## src/sv/assert_macros.svh

```systemverilog
// Assertion macros shared by the task watchdog RTL.
// Included by every module that carries concurrent assertions; no other dependencies.
`ifndef ASSERT_MACROS_SVH
`define ASSERT_MACROS_SVH
`ifndef SYNTHESIS
// Whenever ante holds, cons must hold in the same cycle.
`define ASSERT_IMPLIES(label, clk, rstn, ante, cons) \
    label: assert property (@(posedge clk) disable iff (!(rstn)) (ante) |-> (cons)) \
        else $error("assertion failed");
// Whenever ante holds, cons must hold in the next cycle.
`define ASSERT_NEXT(label, clk, rstn, ante, cons) \
    label: assert property (@(posedge clk) disable iff (!(rstn)) (ante) |=> (cons)) \
        else $error("assertion failed");
`else
`define ASSERT_IMPLIES(label, clk, rstn, ante, cons)
`define ASSERT_NEXT(label, clk, rstn, ante, cons)
`endif
`endif

```

## src/sv/wdg_pkg.sv

```systemverilog
// Package for the multi-channel task watchdog: transaction kinds, state encoding,
// memory entry and result types. No dependencies.
package wdg_pkg;

    localparam int AGE_W = 16;
    localparam int CHAN_FIELD_W = 3;
    localparam logic [AGE_W-1:0] AGE_MAX = '1;

    typedef enum logic [2:0] {
        KIND_TICK   = 3'd0,
        KIND_FEED   = 3'd1,
        KIND_CREATE = 3'd2,
        KIND_START  = 3'd3,
        KIND_STOP   = 3'd4
    } kind_t;

    typedef enum logic [1:0] {
        ST_IDLE,
        ST_SWEEP,
        ST_FEED_WR,
        ST_REPORT
    } state_t;

    // One channel record as held in the state memory.
    typedef struct packed {
        logic [AGE_W-1:0] timeout;
        logic [AGE_W-1:0] age;
    } entry_t;

    // Outcome of one tick sweep.
    typedef struct packed {
        logic                    kick;
        logic [CHAN_FIELD_W-1:0] failed_channel;
    } result_t;

endpackage

```

## src/sv/multi_channel_task_watchdog.sv

```systemverilog
// Top level of the multi-channel task watchdog: sequencer, channel state memory and
// result register. Uses wdg_pkg, wdg_seq, wdg_mem and assert_macros.svh.
//
//  Channel   Ports                                  Direction  Moves
//  s_        s_valid s_ready s_kind s_channel s_timeout  in    tick/feed/create/start/stop
//  m_        m_valid m_ready m_kick m_failed_channel     out   one result per tick
//
// A tick is accepted, then sweeps the state memory (one read a cycle, the aged entry
// written back in the following cycle), then loads the result register when it is free.
// The single read port of the memory sets the sweep length.
// A feed reads the entry, then writes it back; create, start and stop act on acceptance.
// After reset the memory needs no clearing pass: a valid bit per entry makes unwritten
// entries read as zero. A stalled result holds the block only at the end of the next
// tick; other transactions are still taken while a result waits.
`include "assert_macros.svh"
module multi_channel_task_watchdog #(
    parameter int CHANNELS = 8
) (
    input  logic                            aclk,
    input  logic                            aresetn,
    input  logic                            s_valid,
    output logic                            s_ready,
    input  logic [2:0]                      s_kind,
    input  logic [wdg_pkg::CHAN_FIELD_W-1:0] s_channel,
    input  logic [wdg_pkg::AGE_W-1:0]       s_timeout,
    output logic                            m_valid,
    input  logic                            m_ready,
    output logic                            m_kick,
    output logic [wdg_pkg::CHAN_FIELD_W-1:0] m_failed_channel
);
    import wdg_pkg::*;

    // Channel index width; one bit even for a single channel.
    localparam int IDX_W = (CHANNELS > 1) ? $clog2(CHANNELS) : 1;

    logic             mem_re, mem_we;
    logic [IDX_W-1:0] mem_raddr, mem_waddr;
    entry_t           mem_rdata, mem_wdata;
    logic             out_free, res_load;
    result_t          res;
    logic             m_valid_reg, m_valid_next;
    result_t          m_res_reg, m_res_next;

    // The sequencer decodes each transaction and runs the sweep on a tick.
    wdg_seq #(
        .CHANNELS (CHANNELS),
        .IDX_W    (IDX_W)
    ) u_seq (
        .aclk       (aclk),
        .aresetn    (aresetn),
        .in_valid   (s_valid),
        .in_ready   (s_ready),
        .in_kind    (s_kind),
        .in_channel (s_channel),
        .in_timeout (s_timeout),
        .out_free   (out_free),
        .res_load   (res_load),
        .res        (res),
        .mem_re     (mem_re),
        .mem_raddr  (mem_raddr),
        .mem_rdata  (mem_rdata),
        .mem_we     (mem_we),
        .mem_waddr  (mem_waddr),
        .mem_wdata  (mem_wdata)
    );

    // Ages and timeouts of all channels live in one memory.
    wdg_mem #(
        .DEPTH (CHANNELS),
        .IDX_W (IDX_W)
    ) u_mem (
        .aclk    (aclk),
        .aresetn (aresetn),
        .re      (mem_re),
        .raddr   (mem_raddr),
        .rdata   (mem_rdata),
        .we      (mem_we),
        .waddr   (mem_waddr),
        .wdata   (mem_wdata)
    );

    // The result register is free when empty or when its transaction completes now.
    assign out_free = !m_valid_reg || m_ready;

    always_comb begin
        m_valid_next = m_valid_reg;
        m_res_next   = m_res_reg;
        if (res_load) begin
            m_valid_next = 1'b1;
            m_res_next   = res;
        end else if (m_ready) begin
            m_valid_next = 1'b0;
        end
    end

    always_ff @(posedge aclk) begin
        if (!aresetn) begin
            m_valid_reg <= 1'b0;
        end else begin
            m_valid_reg <= m_valid_next;
        end
    end

    always_ff @(posedge aclk) begin
        m_res_reg <= m_res_next;
    end

    assign m_valid          = m_valid_reg;
    assign m_kick           = m_res_reg.kick;
    assign m_failed_channel = m_res_reg.failed_channel;

    `ASSERT_IMPLIES(a_kick_reports_zero, aclk, aresetn, m_valid_reg && m_kick,
        m_failed_channel == '0)
    `ASSERT_IMPLIES(a_no_overwrite, aclk, aresetn, res_load, !m_valid_reg || m_ready)
    `ASSERT_NEXT(a_tick_busy, aclk, aresetn,
        s_valid && s_ready && s_kind == KIND_TICK, !s_ready)

endmodule

```

## src/sv/wdg_mem.sv

```systemverilog
// Channel state memory: one write and one registered read port, with a valid bit per
// entry so that an entry never written reads as zero after reset. Uses wdg_pkg.
module wdg_mem #(
    parameter int DEPTH = 8,
    parameter int IDX_W = 3
) (
    input  logic                aclk,
    input  logic                aresetn,
    input  logic                re,
    input  logic [IDX_W-1:0]    raddr,
    output wdg_pkg::entry_t     rdata,
    input  logic                we,
    input  logic [IDX_W-1:0]    waddr,
    input  wdg_pkg::entry_t     wdata
);
    import wdg_pkg::*;

    entry_t             mem [DEPTH];
    logic [DEPTH-1:0]   valid_reg;
    entry_t             rdata_reg;
    logic               rvalid_reg;

    always_ff @(posedge aclk) begin
        if (we) begin
            mem[waddr] <= wdata;
        end
        if (re) begin
            rdata_reg <= mem[raddr];
        end
    end

    always_ff @(posedge aclk) begin
        if (!aresetn) begin
            valid_reg  <= '0;
            rvalid_reg <= 1'b0;
        end else begin
            if (re) begin
                rvalid_reg <= valid_reg[raddr];
            end
            if (we) begin
                valid_reg[waddr] <= 1'b1;
            end
        end
    end

    assign rdata = rvalid_reg ? rdata_reg : '0;

endmodule

```

## src/sv/wdg_seq.sv

```systemverilog
// Sequencer of the task watchdog: decodes transactions, sweeps the state memory on a
// tick and holds the active bits. Uses wdg_pkg and assert_macros.svh.
`include "assert_macros.svh"
module wdg_seq #(
    parameter int CHANNELS = 8,
    parameter int IDX_W    = 3
) (
    input  logic                            aclk,
    input  logic                            aresetn,
    input  logic                            in_valid,
    output logic                            in_ready,
    input  logic [2:0]                      in_kind,
    input  logic [wdg_pkg::CHAN_FIELD_W-1:0] in_channel,
    input  logic [wdg_pkg::AGE_W-1:0]       in_timeout,
    input  logic                            out_free,
    output logic                            res_load,
    output wdg_pkg::result_t                res,
    output logic                            mem_re,
    output logic [IDX_W-1:0]                mem_raddr,
    input  wdg_pkg::entry_t                 mem_rdata,
    output logic                            mem_we,
    output logic [IDX_W-1:0]                mem_waddr,
    output wdg_pkg::entry_t                 mem_wdata
);
    import wdg_pkg::*;

    localparam int CNT_W = $clog2(CHANNELS + 1);

    state_t                  state_reg, state_next;
    logic [CNT_W-1:0]        idx_reg, idx_next;
    logic                    rd_vld_reg, rd_vld_next;
    logic [IDX_W-1:0]        rd_idx_reg, rd_idx_next;
    logic [IDX_W-1:0]        ch_reg, ch_next;
    logic                    dead_found_reg, dead_found_next;
    logic [CHAN_FIELD_W-1:0] dead_idx_reg, dead_idx_next;
    logic [CHANNELS-1:0]     active_reg, active_next;

    logic                    ch_ok;
    logic [IDX_W-1:0]        ch_idx;
    logic [AGE_W-1:0]        age_new;
    logic                    last_rd;

    assign ch_ok   = 32'(in_channel) < CHANNELS;
    assign ch_idx  = IDX_W'(in_channel);
    assign age_new = (mem_rdata.age == AGE_MAX) ? mem_rdata.age
                                                : mem_rdata.age + AGE_W'(1);
    assign last_rd = rd_vld_reg && (rd_idx_reg == IDX_W'(CHANNELS - 1));

    // Next state.
    always_comb begin
        state_next = state_reg;
        case (state_reg)
            ST_IDLE: begin
                if (in_valid) begin
                    if (in_kind == KIND_TICK) begin
                        state_next = ST_SWEEP;
                    end else if (in_kind == KIND_FEED && ch_ok) begin
                        state_next = ST_FEED_WR;
                    end
                end
            end
            ST_SWEEP: begin
                if (last_rd) begin
                    state_next = ST_REPORT;
                end
            end
            ST_FEED_WR: state_next = ST_IDLE;
            ST_REPORT: begin
                if (out_free) begin
                    state_next = ST_IDLE;
                end
            end
            default: state_next = ST_IDLE;
        endcase
    end

    // Outputs and datapath.
    always_comb begin
        in_ready        = 1'b0;
        res_load        = 1'b0;
        mem_re          = 1'b0;
        mem_raddr       = idx_reg[IDX_W-1:0];
        mem_we          = 1'b0;
        mem_waddr       = rd_idx_reg;
        mem_wdata       = '{timeout: mem_rdata.timeout, age: age_new};
        idx_next        = idx_reg;
        rd_vld_next     = 1'b0;
        rd_idx_next     = rd_idx_reg;
        ch_next         = ch_reg;
        dead_found_next = dead_found_reg;
        dead_idx_next   = dead_idx_reg;
        active_next     = active_reg;
        case (state_reg)
            ST_IDLE: begin
                in_ready = 1'b1;
                if (in_valid) begin
                    case (in_kind)
                        KIND_TICK: begin
                            idx_next        = '0;
                            dead_found_next = 1'b0;
                            dead_idx_next   = '0;
                        end
                        KIND_FEED: begin
                            mem_re    = ch_ok;
                            mem_raddr = ch_idx;
                            ch_next   = ch_idx;
                        end
                        KIND_CREATE: begin
                            mem_we    = ch_ok;
                            mem_waddr = ch_idx;
                            mem_wdata = '{timeout: in_timeout, age: '0};
                        end
                        KIND_START: begin
                            if (ch_ok) begin
                                active_next[ch_idx] = 1'b1;
                            end
                        end
                        KIND_STOP: begin
                            if (ch_ok) begin
                                active_next[ch_idx] = 1'b0;
                            end
                        end
                        default: ;
                    endcase
                end
            end
            ST_SWEEP: begin
                // Read one entry a cycle; the entry read last cycle is aged, checked and
                // written back in this one.
                if (idx_reg != CNT_W'(CHANNELS)) begin
                    mem_re      = 1'b1;
                    idx_next    = idx_reg + CNT_W'(1);
                    rd_vld_next = 1'b1;
                    rd_idx_next = idx_reg[IDX_W-1:0];
                end
                if (rd_vld_reg) begin
                    mem_we = 1'b1;
                    if (active_reg[rd_idx_reg] && !(age_new < mem_rdata.timeout)
                            && !dead_found_reg) begin
                        dead_found_next = 1'b1;
                        dead_idx_next   = CHAN_FIELD_W'(rd_idx_reg);
                    end
                end
            end
            ST_FEED_WR: begin
                mem_we    = 1'b1;
                mem_waddr = ch_reg;
                mem_wdata = '{timeout: mem_rdata.timeout, age: '0};
            end
            ST_REPORT: res_load = out_free;
            default: ;
        endcase
    end

    assign res.kick           = !dead_found_reg;
    assign res.failed_channel = dead_found_reg ? dead_idx_reg : '0;

    always_ff @(posedge aclk) begin
        if (!aresetn) begin
            state_reg      <= ST_IDLE;
            rd_vld_reg     <= 1'b0;
            active_reg     <= '0;
            dead_found_reg <= 1'b0;
        end else begin
            state_reg      <= state_next;
            rd_vld_reg     <= rd_vld_next;
            active_reg     <= active_next;
            dead_found_reg <= dead_found_next;
        end
    end

    always_ff @(posedge aclk) begin
        idx_reg      <= idx_next;
        rd_idx_reg   <= rd_idx_next;
        ch_reg       <= ch_next;
        dead_idx_reg <= dead_idx_next;
    end

    `ASSERT_IMPLIES(a_rd_only_when_busy, aclk, aresetn, rd_vld_reg, state_reg == ST_SWEEP)
    `ASSERT_IMPLIES(a_no_write_in_report, aclk, aresetn, state_reg == ST_REPORT, !mem_we)
    `ASSERT_NEXT(a_first_dead_kept, aclk, aresetn,
        dead_found_reg && state_reg == ST_SWEEP, dead_found_reg && $stable(dead_idx_reg))
    `ASSERT_NEXT(a_active_frozen_in_sweep, aclk, aresetn,
        state_reg == ST_SWEEP, $stable(active_reg))

endmodule
```

## config.mk

```make
export PLATFORM = sky130hd
export DESIGN_NAME = multi_channel_task_watchdog
export DESIGN_NICKNAME = d
export VERILOG_FILES = /design/src/sv/wdg_pkg.sv /design/src/sv/multi_channel_task_watchdog.sv /design/src/sv/wdg_mem.sv /design/src/sv/wdg_seq.sv
export VERILOG_INCLUDE_DIRS = /design/src /design/src/sv
export SDC_FILE = /design/constraint.sdc
export NUM_CORES = 1
export LEC_CHECK = 0
export ABC_CLOCK_PERIOD_IN_PS = 6300
export BUFFER_PORTS_ARGS = -buffer_cell sky130_fd_sc_hd__buf_2
export CAP_MARGIN = 20
export CORE_ASPECT_RATIO = 1.4
export CORE_MARGIN = 5
export CORE_UTILIZATION = 60
export CTS_BUF_LIST = sky130_fd_sc_hd__clkbuf_16
export DETAILED_ROUTE_END_ITERATION = 8
export HOLD_SLACK_MARGIN = 0.1
export MAX_ROUTING_LAYER = met4
export PLACE_DENSITY = 0.8
export SLEW_MARGIN = 30
export SYNTH_ARGS = -nofsm -noshare
export SYNTH_HDL_FRONTEND = slang
export SYNTH_SLANG_ARGS = --single-unit
```

## constraint.sdc

```tcl
create_clock -name aclk -period 6.3 [get_ports aclk]
set_input_delay 0.63 -clock aclk [delete_from_list [all_inputs] [get_ports aclk]]
set_output_delay 0.63 -clock aclk [all_outputs]
set_load 0.02 [all_outputs]
```

==> impl_summary.md <==
Route
Wires add up to around 30,000 um. In the routed design, unresolved DRC markers number 0. Dividing the detail-routed wire length by the instance count gives 20.2 um. The remaining antenna violation count after routing is 0. For this run, the detailed router's first-pass iteration total came to 5. The final route contains 9,240 vias. The detailed router finished its first iteration with roughly 1,000 violations. The mean number of vias per cell is ~6.1.

Synth
The biggest area consumer among synthesized cells is edfxtp_1. The average cell area after synthesis is 11.7 um^2. Among all flip-flop cells after synthesis, the most frequent one is edfxtp_1.

The synthesis-stage register bit count is 327. Synthesis produced a netlist with a net count of 1,232. The number of warning messages in the yosys log is 0. The share of synthesized area in the top cell type comes to 0.657. By area the synthesized netlist is led by edfxtp_1 66%, nand2_1 9.3%, nand3_1 6.1%. After synthesis, the share of flip-flops with an asynchronous set or reset is 0. The part of the Yosys area used for sequential elements is 0.689. The number of different library cells used by synthesis comes to 57. The cell area after synthesis is 13,900 um^2. The number of enable flip-flop cells after synthesis is 305.

The number of cells produced by synthesis is between 1,000 and 1,500.

Hold path
The beginning of the worst hold path is s_channel[0]. The path class of the tightest hold or removal check is in -> reg. The worst hold path terminates at u_seq.ch_reg[0]. The count of cells along the worst hold path is 1.

Timing
The final hold violation count is 0. The portion of the clock cycle consumed by the worst path in the final layout is 0.734. The total negative slack for setup checks is 0 ps.

The number of max-slew violations in the final report is 0. Hold timing on the final database bottoms out at a slack of 385 ps. Setup repair after global routing left no endpoint under its margin.

The worst clock skew on the final layout is 7.70 ps. The maximum operating frequency is 216 MHz. The slew of the pin with the lowest slew margin is 889 ps. In this run the tightest slew margin relative to its limit is 0.406.

The final setup violation count is 0. Subtracting the final worst setup slack from the clock period gives 4630 ps.

Critical path
The worst register-to-register path begins at u_mem.rvalid_reg. The nature of the critical path startpoint is a register. The largest fanout on the critical path is 41. The worst-case reg-to-reg path depth is 18. The worst endpoint required time is approximately 6600 ps.

The end of the worst register-to-register path is u_seq.dead_idx_reg[0]. Data arrives at the worst endpoint at about 4900 ps. STA classifies the critical path endpoint as a register.

The type of the setup path with the least slack is reg -> reg. The reg2reg setup slack is 1670 ps.

Placement
The half-perimeter wire length of the detailed placement result is 17,900 um. The last weighted congestion value of the routability-driven placer is 0.920. The placed cell count is 1,475.

Once placement finished, the instance area stood at between 10,000 and 15,000 um^2. The count of input and output buffers is 31.

Final layout
The fraction of layout instances using a drive strength above 1 is 0.0886. The relative area change from synthesis to final layout is 9.47%. Fill cells in the final layout number 1,569. The library cell used most frequently in the layout, excluding fill and tap cells, is nand2_1. In the layout the commonest cells are 344 x nand2_1, 305 x edfxtp_1, 169 x nand3_1, 55 x o21ai_0, 37 x nor2_1. The flip-flop count of the largest register after layout is 256. The repair_antennas step left the layout with diodes totalling 0. The final layout contains ~1,200 nets. The final standard cell area without fillers is 15,300 um^2. The finished layout holds 1,525 standard cells, fillers aside.

Die
The starting density of the core is 0.605. The number of cell rows is 66. The floorplan die area is 26,400 um^2.

The floorplan core area is 23,000 um^2. 32 I/O pins were placed. The die outline height is about 190 um.

The die extent in x is 139 um.

Clock tree
The number of setup buffers added after CTS is 0. TritonCTS created 28 clock buffers. After clock tree synthesis, the repair step resized 0 gates. The count of hold buffers inserted by post-cts repair is 0. CTS saw 327 sinks. The root buffer cell is clkbuf_16. At the later pin of the worst-skew pair, clock insertion delay measures between 500 and 600 ps. The level count of the clock H-tree is 1.

TritonCTS built the clock tree. The maximum buffer depth of the clock tree is 3. Clock-pin slew was measured on the worst setup and hold paths at 60 ps.

Power
The leakage power is 0.00551 uW. The worst-case IR drop observed on VDD is 240 uV. In this run the power density over the cells is between 200 and 300 nW/um^2.

Run
Across the run, the number of max-cap violations was 0.

GRT
The aggregate global-route resource usage is 0.239. The via count of the first global-routing pass is 9,193. The total global routing overflow is 0. The initial antenna violation count is 0. The first global-routing pass estimated 48,500 um of wire.

The largest net degree at the start of global routing is 73.

Run status
The run finished with clean final reports.
worst max-delay path by stage:
| stage | start | to | slack [ps] | cells past startpoint |
|---|---|---|---|---|
| floorplan | u_mem.rvalid_reg | u_seq.dead_idx_reg[0] | 2500 | 18 |
| global placement | u_mem.rvalid_reg | u_seq.dead_idx_reg[2] | 2070 | 19 |
| detailed placement | u_mem.rvalid_reg | u_seq.dead_idx_reg[0] | 1800 | 18 |
| CTS | u_mem.rvalid_reg | u_seq.dead_idx_reg[2] | 1770 | 18 |
| global route | u_mem.rvalid_reg | u_seq.dead_idx_reg[2] | 1320 | 19 |
| finish | u_mem.rvalid_reg | u_seq.dead_idx_reg[0] | 1670 | 18 |
metrics by stage:
stage,utilization,worst slack [ps],power (uW)
CTS,0.661,1770,4150
global placement,0.626,2070,2620
floorplan,-,2500,2560
global route,0.662,1320,4260
finish,0.662,1670,4130
detailed placement,0.626,1800,2630
power by group:
group          total (uW)  switching (uW)  internal [uW]
Sequential           2390            15.3           2380
Clock                1550             726            827
Combinational         187             132           55.2
Total                4130             873           3260
critical path, cell delays in order (launching register included):
cell	delay, ps
dfxtp_1	310
buf_4	380
and2_1	240
ha_1	190
nand4_1	130
or3_1	460
nor3_1	500
nor2_1	160
nand3_1	140
xor2_1	220
nor2b_1	80
ha_1	310
nand3_1	90
a21boi_0	90
o31ai_1	230
o311ai_0	180
a21o_1	200
a21oi_1	230
o21ai_0	210
cell type report:
class                           instances  area, um^2  area share
Timing Repair Buffer                   47         295      0.0194
Clock buffer                           29         726      0.0476
Sequential cell                       327        9600       0.629
Clock inverter                         20        86.3     0.00566
Tap cell                              306         383      0.0251
Inverter                                9        33.8     0.00221
Multi-Input combinational cell        787        4130       0.271
synthesized netlist by cell type (all sizes together), types with 8 or more instances:
cell type and instances:
nand2 344, edfxtp 305, nand3 169, o21ai 56, clkbuf 45, nor2 45, buf 22, dfxtp 22
nor2b 17, ha 16, a21oi 10, nand4 10, nor3 10, and2 9, inv 9, o21a 9
mux2i 8
cell families after synthesis:
group | Yosys count | synth area share
and+or+nand+nor | 633 | 0.201
DFF | 327 | 0.689
AOI/OAI and AO/OA | 109 | 0.0492
buffers and inverters | 76 | 0.0225
muxes | 17 | 0.0165
adders and majority gates | 16 | 0.0144
xor gates and xnor gates | 12 | 0.00754
metal layers:
layer,track usage,up-vias,part of all wire
met5,-,-,0
li1,-,4290,-
met1,0.299,4472,0.38
met3,0.0286,82,0.067
met2,0.398,396,0.51
met4,0.101,0,0.040
Power figures use the tool's default switching activity.
